--- src/assert_macros.svh ---
// Assertion macros shared by the pooled FIFO RTL.
`ifndef ASSERT_MACROS_SVH
`define ASSERT_MACROS_SVH

// Check the consequent in the same cycle as the antecedent.
`define PFR_ASSERT_NOW(lbl, ante, cons) \
  lbl: assert property (@(posedge clk_i) disable iff (!rst_ni) (ante) |-> (cons)) \
    else $error("pooled FIFO assertion failed");

// Check the consequent in the cycle after the antecedent.
`define PFR_ASSERT_NEXT(lbl, ante, cons) \
  lbl: assert property (@(posedge clk_i) disable iff (!rst_ni) (ante) |=> (cons)) \
    else $error("pooled FIFO assertion failed");

`endif

--- src/pfr_pkg.sv ---
// Types and constants of the pooled FIFO with remove.
`timescale 1ns / 1ps

package pfr_pkg;

  localparam int POOL_DEPTH = 16;
  localparam int DATA_WIDTH = 32;
  localparam int CAP_W      = 5;
  localparam int CNT_W      = 5;
  localparam int ACT_W      = 2;

  localparam logic STATUS_OK   = 1'b0;
  localparam logic STATUS_FAIL = 1'b1;

  typedef enum logic [ACT_W-1:0] {
    ACT_PUSH   = 2'd0,
    ACT_POP    = 2'd1,
    ACT_REMOVE = 2'd2,
    ACT_CLEAR  = 2'd3
  } pfr_action_e;

  typedef enum logic [1:0] {
    ST_IDLE,
    ST_SWEEP,
    ST_REPORT
  } pfr_state_e;

  typedef enum logic [1:0] {
    CELL_HOLD,
    CELL_PUSH,
    CELL_SHIFT,
    CELL_CLEAR
  } pfr_cell_op_e;

  typedef struct packed {
    logic [ACT_W-1:0]      action;
    logic [DATA_WIDTH-1:0] value;
  } pfr_in_t;

  typedef struct packed {
    logic                  status;
    logic [DATA_WIDTH-1:0] popped_value;
    logic [DATA_WIDTH-1:0] head_value;
    logic                  head_valid;
    logic [CNT_W-1:0]      count;
  } pfr_out_t;

  // Broadcast command from the controller to every cell.
  typedef struct packed {
    pfr_cell_op_e          op;
    logic [DATA_WIDTH-1:0] data;
  } pfr_cmd_t;

  // Contents of one cell as seen by its neighbours.
  typedef struct packed {
    logic                  valid;
    logic [DATA_WIDTH-1:0] data;
  } pfr_slot_t;

  // Search token walking down the chain; shf marks that a match was taken.
  typedef struct packed {
    logic tok;
    logic shf;
  } pfr_tok_t;

endpackage

--- src/pfr_cell.sv ---
// One storage cell of the pooled FIFO chain.
`timescale 1ns / 1ps

module pfr_cell (
  input  logic              clk_i,
  input  logic              rst_ni,
  input  pfr_pkg::pfr_cmd_t  cmd_i,
  input  logic              prev_valid_i,
  input  pfr_pkg::pfr_slot_t next_i,
  input  pfr_pkg::pfr_tok_t  tok_i,
  output pfr_pkg::pfr_slot_t slot_o,
  output pfr_pkg::pfr_tok_t  tok_o
);
  import pfr_pkg::*;

  logic                  valid_q, valid_d;
  logic [DATA_WIDTH-1:0] data_q, data_d;
  pfr_tok_t              tok_q;
  logic                  hit;

  // Close the gap: either the match sits here or one was taken upstream.
  assign hit = tok_q.tok && (tok_q.shf || (valid_q && (data_q == cmd_i.data)));

  always_comb begin
    valid_d = valid_q;
    data_d  = data_q;
    case (cmd_i.op)
      CELL_HOLD: begin
        if (hit) begin
          valid_d = next_i.valid;
          data_d  = next_i.data;
        end
      end
      CELL_PUSH: begin
        if (!valid_q && prev_valid_i) begin
          valid_d = 1'b1;
          data_d  = cmd_i.data;
        end
      end
      CELL_SHIFT: begin
        valid_d = next_i.valid;
        data_d  = next_i.data;
      end
      CELL_CLEAR: begin
        valid_d = 1'b0;
      end
      default: begin
        valid_d = valid_q;
      end
    endcase
  end

  always_ff @(posedge clk_i or negedge rst_ni) begin
    if (!rst_ni) begin
      valid_q <= 1'b0;
      tok_q   <= '0;
    end else begin
      valid_q <= valid_d;
      tok_q   <= tok_i;
    end
  end

  always_ff @(posedge clk_i) begin
    data_q <= data_d;
  end

  assign slot_o.valid = valid_q;
  assign slot_o.data  = data_q;
  assign tok_o.tok    = tok_q.tok;
  assign tok_o.shf    = tok_q.shf | hit;

endmodule

--- src/pfr_ctrl.sv ---
// Sequencer, count and output register of the pooled FIFO.
`timescale 1ns / 1ps

module pfr_ctrl (
  input  logic                      clk_i,
  input  logic                      rst_ni,
  input  logic                      cfg_we_i,
  input  logic [pfr_pkg::CAP_W-1:0] cfg_wdata_i,
  input  logic                      in_valid_i,
  output logic                      in_stall_o,
  input  pfr_pkg::pfr_in_t           in_data_i,
  output logic                      out_valid_o,
  input  logic                      out_stall_i,
  output pfr_pkg::pfr_out_t          out_data_o,
  output pfr_pkg::pfr_cmd_t          cmd_o,
  output pfr_pkg::pfr_tok_t          tok_o,
  input  pfr_pkg::pfr_tok_t          tok_i,
  input  pfr_pkg::pfr_slot_t         head_i
);
  import pfr_pkg::*;

  pfr_state_e            state_q, state_d;
  logic [CAP_W-1:0]      cap_q, cap_d;
  logic [CNT_W-1:0]      count_q, count_d;
  logic [DATA_WIDTH-1:0] key_q, key_d;
  logic                  status_q, status_d;
  logic [DATA_WIDTH-1:0] popped_q, popped_d;
  logic                  out_valid_q, out_valid_d;
  pfr_out_t              out_q, out_d;
  logic [CAP_W-1:0]      cap_eff;
  logic                  accept, out_free, have_cap;
  pfr_action_e           act;

  assign cap_eff  = (cap_q > CAP_W'(POOL_DEPTH)) ? CAP_W'(POOL_DEPTH) : cap_q;
  assign have_cap = (cap_eff != '0);
  assign accept   = in_valid_i && (state_q == ST_IDLE);
  assign out_free = !out_valid_q || !out_stall_i;
  assign act      = pfr_action_e'(in_data_i.action);

  // Next state.
  always_comb begin
    state_d = state_q;
    case (state_q)
      ST_IDLE: begin
        if (accept) begin
          if (have_cap && (act == ACT_REMOVE) && (count_q != '0)) begin
            state_d = ST_SWEEP;
          end else begin
            state_d = ST_REPORT;
          end
        end
      end
      ST_SWEEP: begin
        if (tok_i.tok) begin
          state_d = ST_REPORT;
        end
      end
      ST_REPORT: begin
        if (out_free) begin
          state_d = ST_IDLE;
        end
      end
      default: state_d = ST_IDLE;
    endcase
  end

  // Commands, counters and result.
  always_comb begin
    cap_d       = cap_q;
    count_d     = count_q;
    key_d       = key_q;
    status_d    = status_q;
    popped_d    = popped_q;
    out_d       = out_q;
    out_valid_d = out_valid_q && out_stall_i;
    cmd_o.op    = CELL_HOLD;
    cmd_o.data  = key_q;
    tok_o       = '0;
    case (state_q)
      ST_IDLE: begin
        if (accept) begin
          status_d = STATUS_FAIL;
          popped_d = '0;
          if (have_cap) begin
            case (act)
              ACT_PUSH: begin
                cmd_o.data = in_data_i.value;
                if (CAP_W'(count_q) < cap_eff) begin
                  cmd_o.op = CELL_PUSH;
                  count_d  = count_q + CNT_W'(1);
                  status_d = STATUS_OK;
                end
              end
              ACT_POP: begin
                if (count_q != '0) begin
                  cmd_o.op = CELL_SHIFT;
                  popped_d = head_i.data;
                  count_d  = count_q - CNT_W'(1);
                  status_d = STATUS_OK;
                end
              end
              ACT_REMOVE: begin
                key_d = in_data_i.value;
                if (count_q != '0) begin
                  tok_o.tok = 1'b1;
                end
              end
              ACT_CLEAR: begin
                cmd_o.op = CELL_CLEAR;
                count_d  = '0;
                status_d = STATUS_OK;
              end
              default: begin
                status_d = STATUS_FAIL;
              end
            endcase
          end
        end
      end
      ST_SWEEP: begin
        if (tok_i.tok) begin
          status_d = tok_i.shf ? STATUS_OK : STATUS_FAIL;
          if (tok_i.shf) begin
            count_d = count_q - CNT_W'(1);
          end
        end
      end
      ST_REPORT: begin
        if (out_free) begin
          out_valid_d        = 1'b1;
          out_d.status       = status_q;
          out_d.popped_value = popped_q;
          out_d.head_valid   = (count_q != '0);
          out_d.head_value   = head_i.valid ? head_i.data : '0;
          out_d.count        = count_q;
        end
      end
      default: begin
        out_d = out_q;
      end
    endcase
    if (cfg_we_i) begin
      cap_d    = cfg_wdata_i;
      count_d  = '0;
      cmd_o.op = CELL_CLEAR;
    end
  end

  always_ff @(posedge clk_i or negedge rst_ni) begin
    if (!rst_ni) begin
      state_q     <= ST_IDLE;
      cap_q       <= '0;
      count_q     <= '0;
      out_valid_q <= 1'b0;
    end else begin
      state_q     <= state_d;
      cap_q       <= cap_d;
      count_q     <= count_d;
      out_valid_q <= out_valid_d;
    end
  end

  always_ff @(posedge clk_i) begin
    key_q    <= key_d;
    status_q <= status_d;
    popped_q <= popped_d;
    out_q    <= out_d;
  end

  assign in_stall_o  = (state_q != ST_IDLE);
  assign out_valid_o = out_valid_q;
  assign out_data_o  = out_q;

endmodule

--- src/pooled_fifo_with_remove.sv ---
// Top level of the pooled FIFO with remove-by-value.
`timescale 1ns / 1ps

// A bounded FIFO of up to POOL_DEPTH entries held in a row of cells, head in
// cell 0 and entries packed towards it. Each transaction on the input channel
// carries an action (push, pop, remove first match, clear) and a value, and
// gives exactly one result transaction: status, popped value, head value and
// flag, and entry count after the action. The capacity register limits how
// many cells are in use; at zero every action fails, and writing it empties
// the queue. Push, pop, clear and any action that fails at once (zero
// capacity, or a remove on an empty queue) go from acceptance through the
// report state to the output register; a remove on a non-empty queue first
// waits in the sweep state while a search token walks the chain one cell per
// cycle, and the cell holding the first match and each cell the token passes
// after it take over the contents of their downstream neighbours. The input
// stalls from acceptance until the result is registered. A new transaction
// is taken while the previous result still waits for the sink; its own
// result then holds until the sink drains the output register.
// No memory needs clearing after reset.
module pooled_fifo_with_remove (
  input  logic                      clk_i,
  input  logic                      rst_ni,
  input  logic                      cfg_we_i,
  input  logic [pfr_pkg::CAP_W-1:0] cfg_wdata_i,
  input  logic                      in_valid_i,
  output logic                      in_stall_o,
  input  pfr_pkg::pfr_in_t           in_data_i,
  output logic                      out_valid_o,
  input  logic                      out_stall_i,
  output pfr_pkg::pfr_out_t          out_data_o
);
  import pfr_pkg::*;

  `include "assert_macros.svh"

  pfr_cmd_t              cmd;
  pfr_slot_t             slot_w [POOL_DEPTH];
  pfr_tok_t              tok_w  [POOL_DEPTH+1];
  logic [POOL_DEPTH-1:0] valid_vec;
  logic [POOL_DEPTH-1:0] tok_vec;

  // Controller: decode the transaction, keep count and capacity, hold result.
  pfr_ctrl u_ctrl (
    .clk_i       (clk_i),
    .rst_ni      (rst_ni),
    .cfg_we_i    (cfg_we_i),
    .cfg_wdata_i (cfg_wdata_i),
    .in_valid_i  (in_valid_i),
    .in_stall_o  (in_stall_o),
    .in_data_i   (in_data_i),
    .out_valid_o (out_valid_o),
    .out_stall_i (out_stall_i),
    .out_data_o  (out_data_o),
    .cmd_o       (cmd),
    .tok_o       (tok_w[0]),
    .tok_i       (tok_w[POOL_DEPTH]),
    .head_i      (slot_w[0])
  );

  // Chain of cells: each sees its upstream valid and its downstream contents.
  for (genvar i = 0; i < POOL_DEPTH; i++) begin : g_cell
    logic      prev_valid;
    pfr_slot_t next_slot;

    if (i == 0) begin : g_first
      assign prev_valid = 1'b1;
    end else begin : g_mid
      assign prev_valid = slot_w[i-1].valid;
    end

    // The last cell pulls in an empty slot when the chain closes up.
    if (i == POOL_DEPTH - 1) begin : g_last
      assign next_slot = '0;
    end else begin : g_inner
      assign next_slot = slot_w[i+1];
    end

    pfr_cell u_cell (
      .clk_i        (clk_i),
      .rst_ni       (rst_ni),
      .cmd_i        (cmd),
      .prev_valid_i (prev_valid),
      .next_i       (next_slot),
      .tok_i        (tok_w[i]),
      .slot_o       (slot_w[i]),
      .tok_o        (tok_w[i+1])
    );

    assign valid_vec[i] = slot_w[i].valid;
    assign tok_vec[i]   = tok_w[i+1].tok;
  end

  // At most one search token is in flight.
  `PFR_ASSERT_NOW(a_one_token, 1'b1, $onehot0(tok_vec))
  // Occupied cells stay packed towards the head.
  `PFR_ASSERT_NOW(a_packed, 1'b1, ((valid_vec >> 1) & ~valid_vec) == '0)
  // A walking token keeps the input side stalled.
  `PFR_ASSERT_NOW(a_sweep_stalls, tok_vec != '0, in_stall_o)
  // A freshly offered count agrees with the occupied cells.
  `PFR_ASSERT_NOW(a_count_cells, $rose(out_valid_o) && !$past(cfg_we_i),
                  32'(out_data_o.count) == $countones(valid_vec))

endmodule

--- config.mk ---
export PLATFORM = sky130hd
export DESIGN_NAME = pooled_fifo_with_remove
export DESIGN_NICKNAME = d
export VERILOG_FILES = /design/src/pfr_pkg.sv /design/src/pfr_cell.sv /design/src/pfr_ctrl.sv /design/src/pooled_fifo_with_remove.sv
export VERILOG_INCLUDE_DIRS = /design/src /design/src/src
export SDC_FILE = /design/constraint.sdc
export NUM_CORES = 1
export LEC_CHECK = 0
export BUFFER_PORTS_ARGS = -buffer_cell sky130_fd_sc_hd__buf_2
export CAP_MARGIN = 20
export CORE_MARGIN = 8
export CORE_UTILIZATION = 60
export CTS_BUF_LIST = sky130_fd_sc_hd__clkbuf_8
export DETAILED_ROUTE_END_ITERATION = 8
export GPL_ROUTABILITY_DRIVEN = 0
export PLACE_DENSITY = 0.86
export SLEW_MARGIN = 0
export SYNTH_ARGS = -nofsm -noshare
export SYNTH_HDL_FRONTEND = slang
export SYNTH_HIERARCHICAL = 1
export SYNTH_SLANG_ARGS = --single-unit
export TNS_END_PERCENT = 1
--- constraint.sdc ---
create_clock -name clk_i -period 8.5 [get_ports clk_i]
set_input_delay 0.85 -clock clk_i [delete_from_list [all_inputs] [get_ports clk_i]]
set_output_delay 0.85 -clock clk_i [all_outputs]
set_load 0.05 [all_outputs]
; ---- After elaboration in Yosys (flattened, before gate mapping)
; Index checks and enable logic that the tools add are counted.
[totals]
wordCells = 425
in_bits = 44
ram_bits = 0
romBits = 0
ff_bits = 708
output_inout_bits = 73
mem_count = 0
latch_bits = 0
[classes]
n_div = 0
n_bitwise = 15
add_sub_neg = 2
multipliers = 0
shift = 0
order_cmp = 2
n_reduce_logical = 132
n_eq_ne = 66
muxes = 133
[ops]
columns = cell, n
row1 = 32-bit one-hot mux with 3 select lines, 16
row2 = 32-bit 2-to-1 mux, 33
row3 = 32-bit == test, 16
row4 = 34-bit 2-to-1 mux, 3
row5 = "2-bit by 1-bit inequality test with 1-bit output, second input constant", 34
row6 = 1-bit one-hot mux with 4 select lines, 15
row7 = 3-bit AND reduction, 19
row8 = 1-bit logical AND, 51
row9 = 1-bit 2-to-1 mux, 45
row10 = 5-bit 2-to-1 mux, 8
row11 = 2-bit AND reduction, 17
row12 = 1-bit logical NOT, 17
row13 = 1-bit logical OR, 16
row14 = 1-bit bitwise OR, 15
row15 = 5-bit one-hot mux with 3 select lines, 1
row16 = 2-bit 2-to-1 mux, 6
row17 = "3-bit by 2-bit inequality test with 1-bit output, second input constant", 4
row18 = 2-bit one-hot mux with 3 select lines, 2
row19 = "2-bit == test, second input constant", 5
row20 = 5-bit one-hot mux with 2 select lines, 1
row21 = 5-bit nonzero test, 2
row22 = "4-bit inequality test, second input constant", 2
row23 = 8-bit AND reduction, 1
row24 = "2-bit by 1-bit == test with 1-bit output, second input constant", 3
row25 = other kinds (13), 18

; ---- Longest topological paths before layout
[depth]
depth_word = 17
ltp_mapped = 13
mapped_depth_nobuf = 12

; ---- Modules after synthesis
; The synthesis kept the hierarchy.
[modules_own_cells]
columns = module, cells_each, area_per_inst_um2, n_inst, seq_area_each_um2
row1 = pfr_cell, 132, 1886.8, 16, 1036.0
row2 = pfr_ctrl, 363, 6020.8, 1, 4409.2
row3 = pooled_fifo_with_remove, 2, 7.5, 1, 0.0

; ---- Worst setup path before layout
; Ideal clock, no wire load.
[synth_path]
kind = input port to flip-flop
startpoint = in in_data_i[33] (netlist name)
endpoint = reg g_cell[0].u_cell.data_q[0], enable pin
arrival_time_ns = 4.871
n_path_buf = 2
path_slack_ns = 3.194
required_ns = 8.065
setup_time_ns = 0.435
stages = 10
path_cell_list = clkbuf_1 > nand4b_4 > buf_6 > mux2_1 > xor2_1 > nor4_1 > nand4_1 > nor4_4 > nor2_1 > a22oi_1
[synth_lines]
columns = item, line_no
row1 = "start, declared", pooled_fifo_with_remove.sv:27  ; input pfr_pkg::pfr_in_t in_data_i,
row2 = "end signal, assigned", pfr_cell.sv:64  ; data_q <= data_d;
row3 = "end, declared", pfr_cell.sv:17  ; logic [DATA_WIDTH-1:0] data_q, data_d;

==> results.py <==
metrics = {
    "clock_tree": {
        "ctsResizeCount": 0,
        "cts_hold_buf": 0,
        "cts_setup_buffers": 0,
        "htree_levels": 3,
        "cts_root_buf": "clkbuf_8",
        "clk_latency_ns": 0.71,
        "clock_path_buffers": 3,
        "cts_tree": "built",
        "path_clk_slew_ns": 0.07,
        "cts.sink_count": 709,
        "cts_made_buffers": 112,
    },
    "sta": {
        "setup_violations": 0,
        "period_minus_slack_ns": 5.30,
        "skew_ns": 0.0343,
        "setup_slack_ns": 3.20,
        "finalHoldViolCount": 0,
        "fin_crit_sh_pct": 62.3,
        "max_freq_mhz": 189,
        "tightestPinTransition_ns": 1.01,
        "relSlewSlack_pct": 32.6,
        "rsz0062_at_grt": "false",
        "fin_setup_tns_ns": 0,
        "report.final.slew_viol_count": 0,
    },
    "finish": {
        "area_growth_pct": 11.0,
        "nets": 2741,
        "mostFrequentLayoutCells": "648 x edfxtp_1, 513 x mux2_2, 448 x xor2_1, 132 x clkbuf_8, 116 x buf_2",
        "layout-drive-gt1-share_pct": 33.8,
        "layout_commonest_cell": "edfxtp_1",
        "stdcell_area_um2": 40200,
    },
    "min_path": {
        "holdPathEnd": "u_ctrl/key_q[12]$_DFFE_PP_",
        "hold_start": "in_data_i[12]",
        "hold_depth": 1,
        "holdCritPathClass": "input pin to register",
    },
    "setup_path": {
        "slowest_stage": "mux2_2",
        "slowest_delay_ns": 0.96,
        "cp.required_ns": 8.88,
        "path_cells": "or2_2 -> nor2_4 -> nand4b_4 -> mux2_2 -> xor2_1 -> nor4_1 -> nand4_1 -> nor4_4 -> nor2_1 -> a22oi_2 -> buf_4",
        "cp_data_arrival_time_ns": 5.68,
        "path_class": "register to register",
        "cp-end-kind": "register",
        "r2r-start": "u_ctrl/state_q[1]$_DFFE_PN0P_",
        "rrSetupSlack_ns": 3.20,
        "r2r-end": "g_cell[14].u_cell/data_q[16]$_DFFE_PP_",
        "critPathMaxFanout": 32,
        "startpoint_type": "register",
        "reg2reg_depth": 11,
    },
    "grt": {
        "grt_pass1_vias": 22800,
        "grt_start_max_net_pins": 66,
        "grt_first_pass_wirelength_mm": 131,
        "grt.total_usage_pct": 24.8,
        "antenna_found_initial": 7,
        "grt_overflow": 0,
    },
    "yosys": {
        "yosysSeqAreaShare_pct": 57.9,
        "synth_flop_cell": "edfxtp_1",
        "synth_top_area_share_pct": 53.7,
        "yosys_warnings": 6,
        "synth_area_leader_cell": "edfxtp_1",
        "syn_area_um2": 36200,
        "synth_edf_count": 648,
        "synth-seq-cells": 709,
        "synth.distinct_cells": 52,
        "avgSynthCellArea_um2": 14.6,
        "async_flop_share_pct": 8.60,
        "synth.area.top_cells": "edfxtp_1 54%, mux2_2 16%, xor2_1 11%, dfrtp_1 4.2%, nor4_1 2.0%",
        "synth_cells": 2477,
    },
    "job": {
        "maxCapViolCount": 0,
    },
    "pwr": {
        "p_leak_uw": 0.0147,
        "powerDensity_nw_per_um2": 296,
        "total_power_uw": 11900,
        "irDropWorstVdd_v": 0.000242,
    },
    "place": {
        "io_buffers": 116,
        "dp_hpwl_mm": 56.4,
        "place_ws_ns": 2.97,
        "place_area_um2": 37900,
    },
    "floorplan": {
        "core_um2": 60000,
        "die_x_um": 262,
        "io_pins": 117,
        "rows": 90,
        "start_util_pct": 60.3,
        "chipHeight_um": 262,
        "dieArea_um2": 68500,
    },
    "drt": {
        "drt_iter0_drc": 1880,
        "ant_nets": 0,
        "drt_pre_antenna_iters": 6,
        "drc": 0,
        "routed_via_density": 6.05,
        "via_count": 21600,
        "routed_wl_mm": 85.7,
        "routedWlPerCell_um": 24.0,
    },
    "run_status": {
        "outcome": "complete, no violations",
    },
}
## kinds of logic (layout without fill, tap and decap cells)
logic type	Yosys count	in the layout	synth area share, %
AO/OA/AOI/OAI	79	79	1.64
XOR/XNOR	512	512	12.4
adder cells (fa/ha/maj)	6	6	0.207
buffers and inverters	119	397	1.84
flip-flops	709	709	57.9
multiplexers	554	554	17.2
other	3	42	0.0311
AND/OR/NAND/NOR	495	495	8.73
## worst max path at each step
stage	startpoint	endpoint	slack, ns	cells after the start
floorplan	in_data_i[33]	g_cell[0].u_cell/data_q[0]$_DFFE_PP_	3.19	10
global placement	in_data_i[32]	g_cell[14].u_cell/data_q[0]$_DFFE_PP_	2.98	12
detailed placement	in_data_i[32]	g_cell[14].u_cell/data_q[6]$_DFFE_PP_	2.97	11
CTS	u_ctrl/state_q[1]$_DFFE_PN0P_	g_cell[14].u_cell/data_q[19]$_DFFE_PP_	3.19	11
global route	u_ctrl/cap_q[1]$_DFFE_PN0P_	g_cell[14].u_cell/data_q[16]$_DFFE_PP_	2.89	11
finish	u_ctrl/state_q[1]$_DFFE_PN0P_	g_cell[14].u_cell/data_q[16]$_DFFE_PP_	3.20	11
## synthesized netlist by cell type, types with 23 or more instances
master	instances
dfrtp_1	61
nor2_1	88
nand4_1	33
edfxtp_1	648
nand2_1	47
buf_2	49
xnor2_1	64
nor4_1	114
and2_1	80
buf_4	34
clkbuf_1	25
nand2b_1	23
xor2_1	448
mux2_1	36
mux2_2	513
## where the power goes
part           switching, uW  total (uW)  internal [uW]
registers                675        5750           5070
clock network           1350        2920           1570
logic                   1960        3240           1290
## routing by layer
metal	vias to the layer above	GRT usage (%)	share of wire (%)
li1	9620	-	-
met1	10800	30.3	38
met2	950	44.1	52
met3	235	3.98	6.6
met4	4	9.30	3.5
met5	-	0	0.040
## stage by stage
stage          std cells  util [%]  hold slack [ns]
3_3_place_gp        3358      63.1            0.403
3_5_place_dp        3359      63.1            0.405
4_1_cts             3571      67.0            0.264
2_1_floorplan       2511         -            0.400
6_report            3576      67.0            0.324
5_1_grt             3576      67.0            0.287
## state kept, by name (all words and copies together), names as in the netlist
name	flops
g_cell.u_cell/data_q	512
u_ctrl/out_data_o	71
u_ctrl/key_q	32
u_ctrl/popped_q	32
g_cell.u_cell/tok_o	16
g_cell.u_cell/tok_q	16
g_cell.u_cell/valid_q	16
u_ctrl/cap_q	5
u_ctrl/count_q	5
u_ctrl/state_q	2
u_ctrl/out_valid_o	1
u_ctrl/status_q	1
## area by class of cell
cell class,instances,area (um2)
Sequential cell,709,21000
Fill cell,3914,19800
Multi-Input combinational cell,1683,14800
Clock buffer,132,1820
Timing Repair Buffer,178,1070
Tap cell,782,978
Clock inverter,80,483
Inverter,7,26.3
Antenna cell,5,12.5
## worst max-delay path, delay by kind of cell (launching register included)
| family | cells | cell delay (ns) |
|---|---|---|
| buffers and inverters | 1 | 0.39 |
| AO/OA/AOI/OAI | 1 | 0.77 |
| multiplexers | 1 | 0.96 |
| AND/OR/NAND/NOR | 7 | 2.22 |
| XOR/XNOR | 1 | 0.15 |
| flip-flops | 1 | 0.45 |
Power figures use the tool's default switching activity.
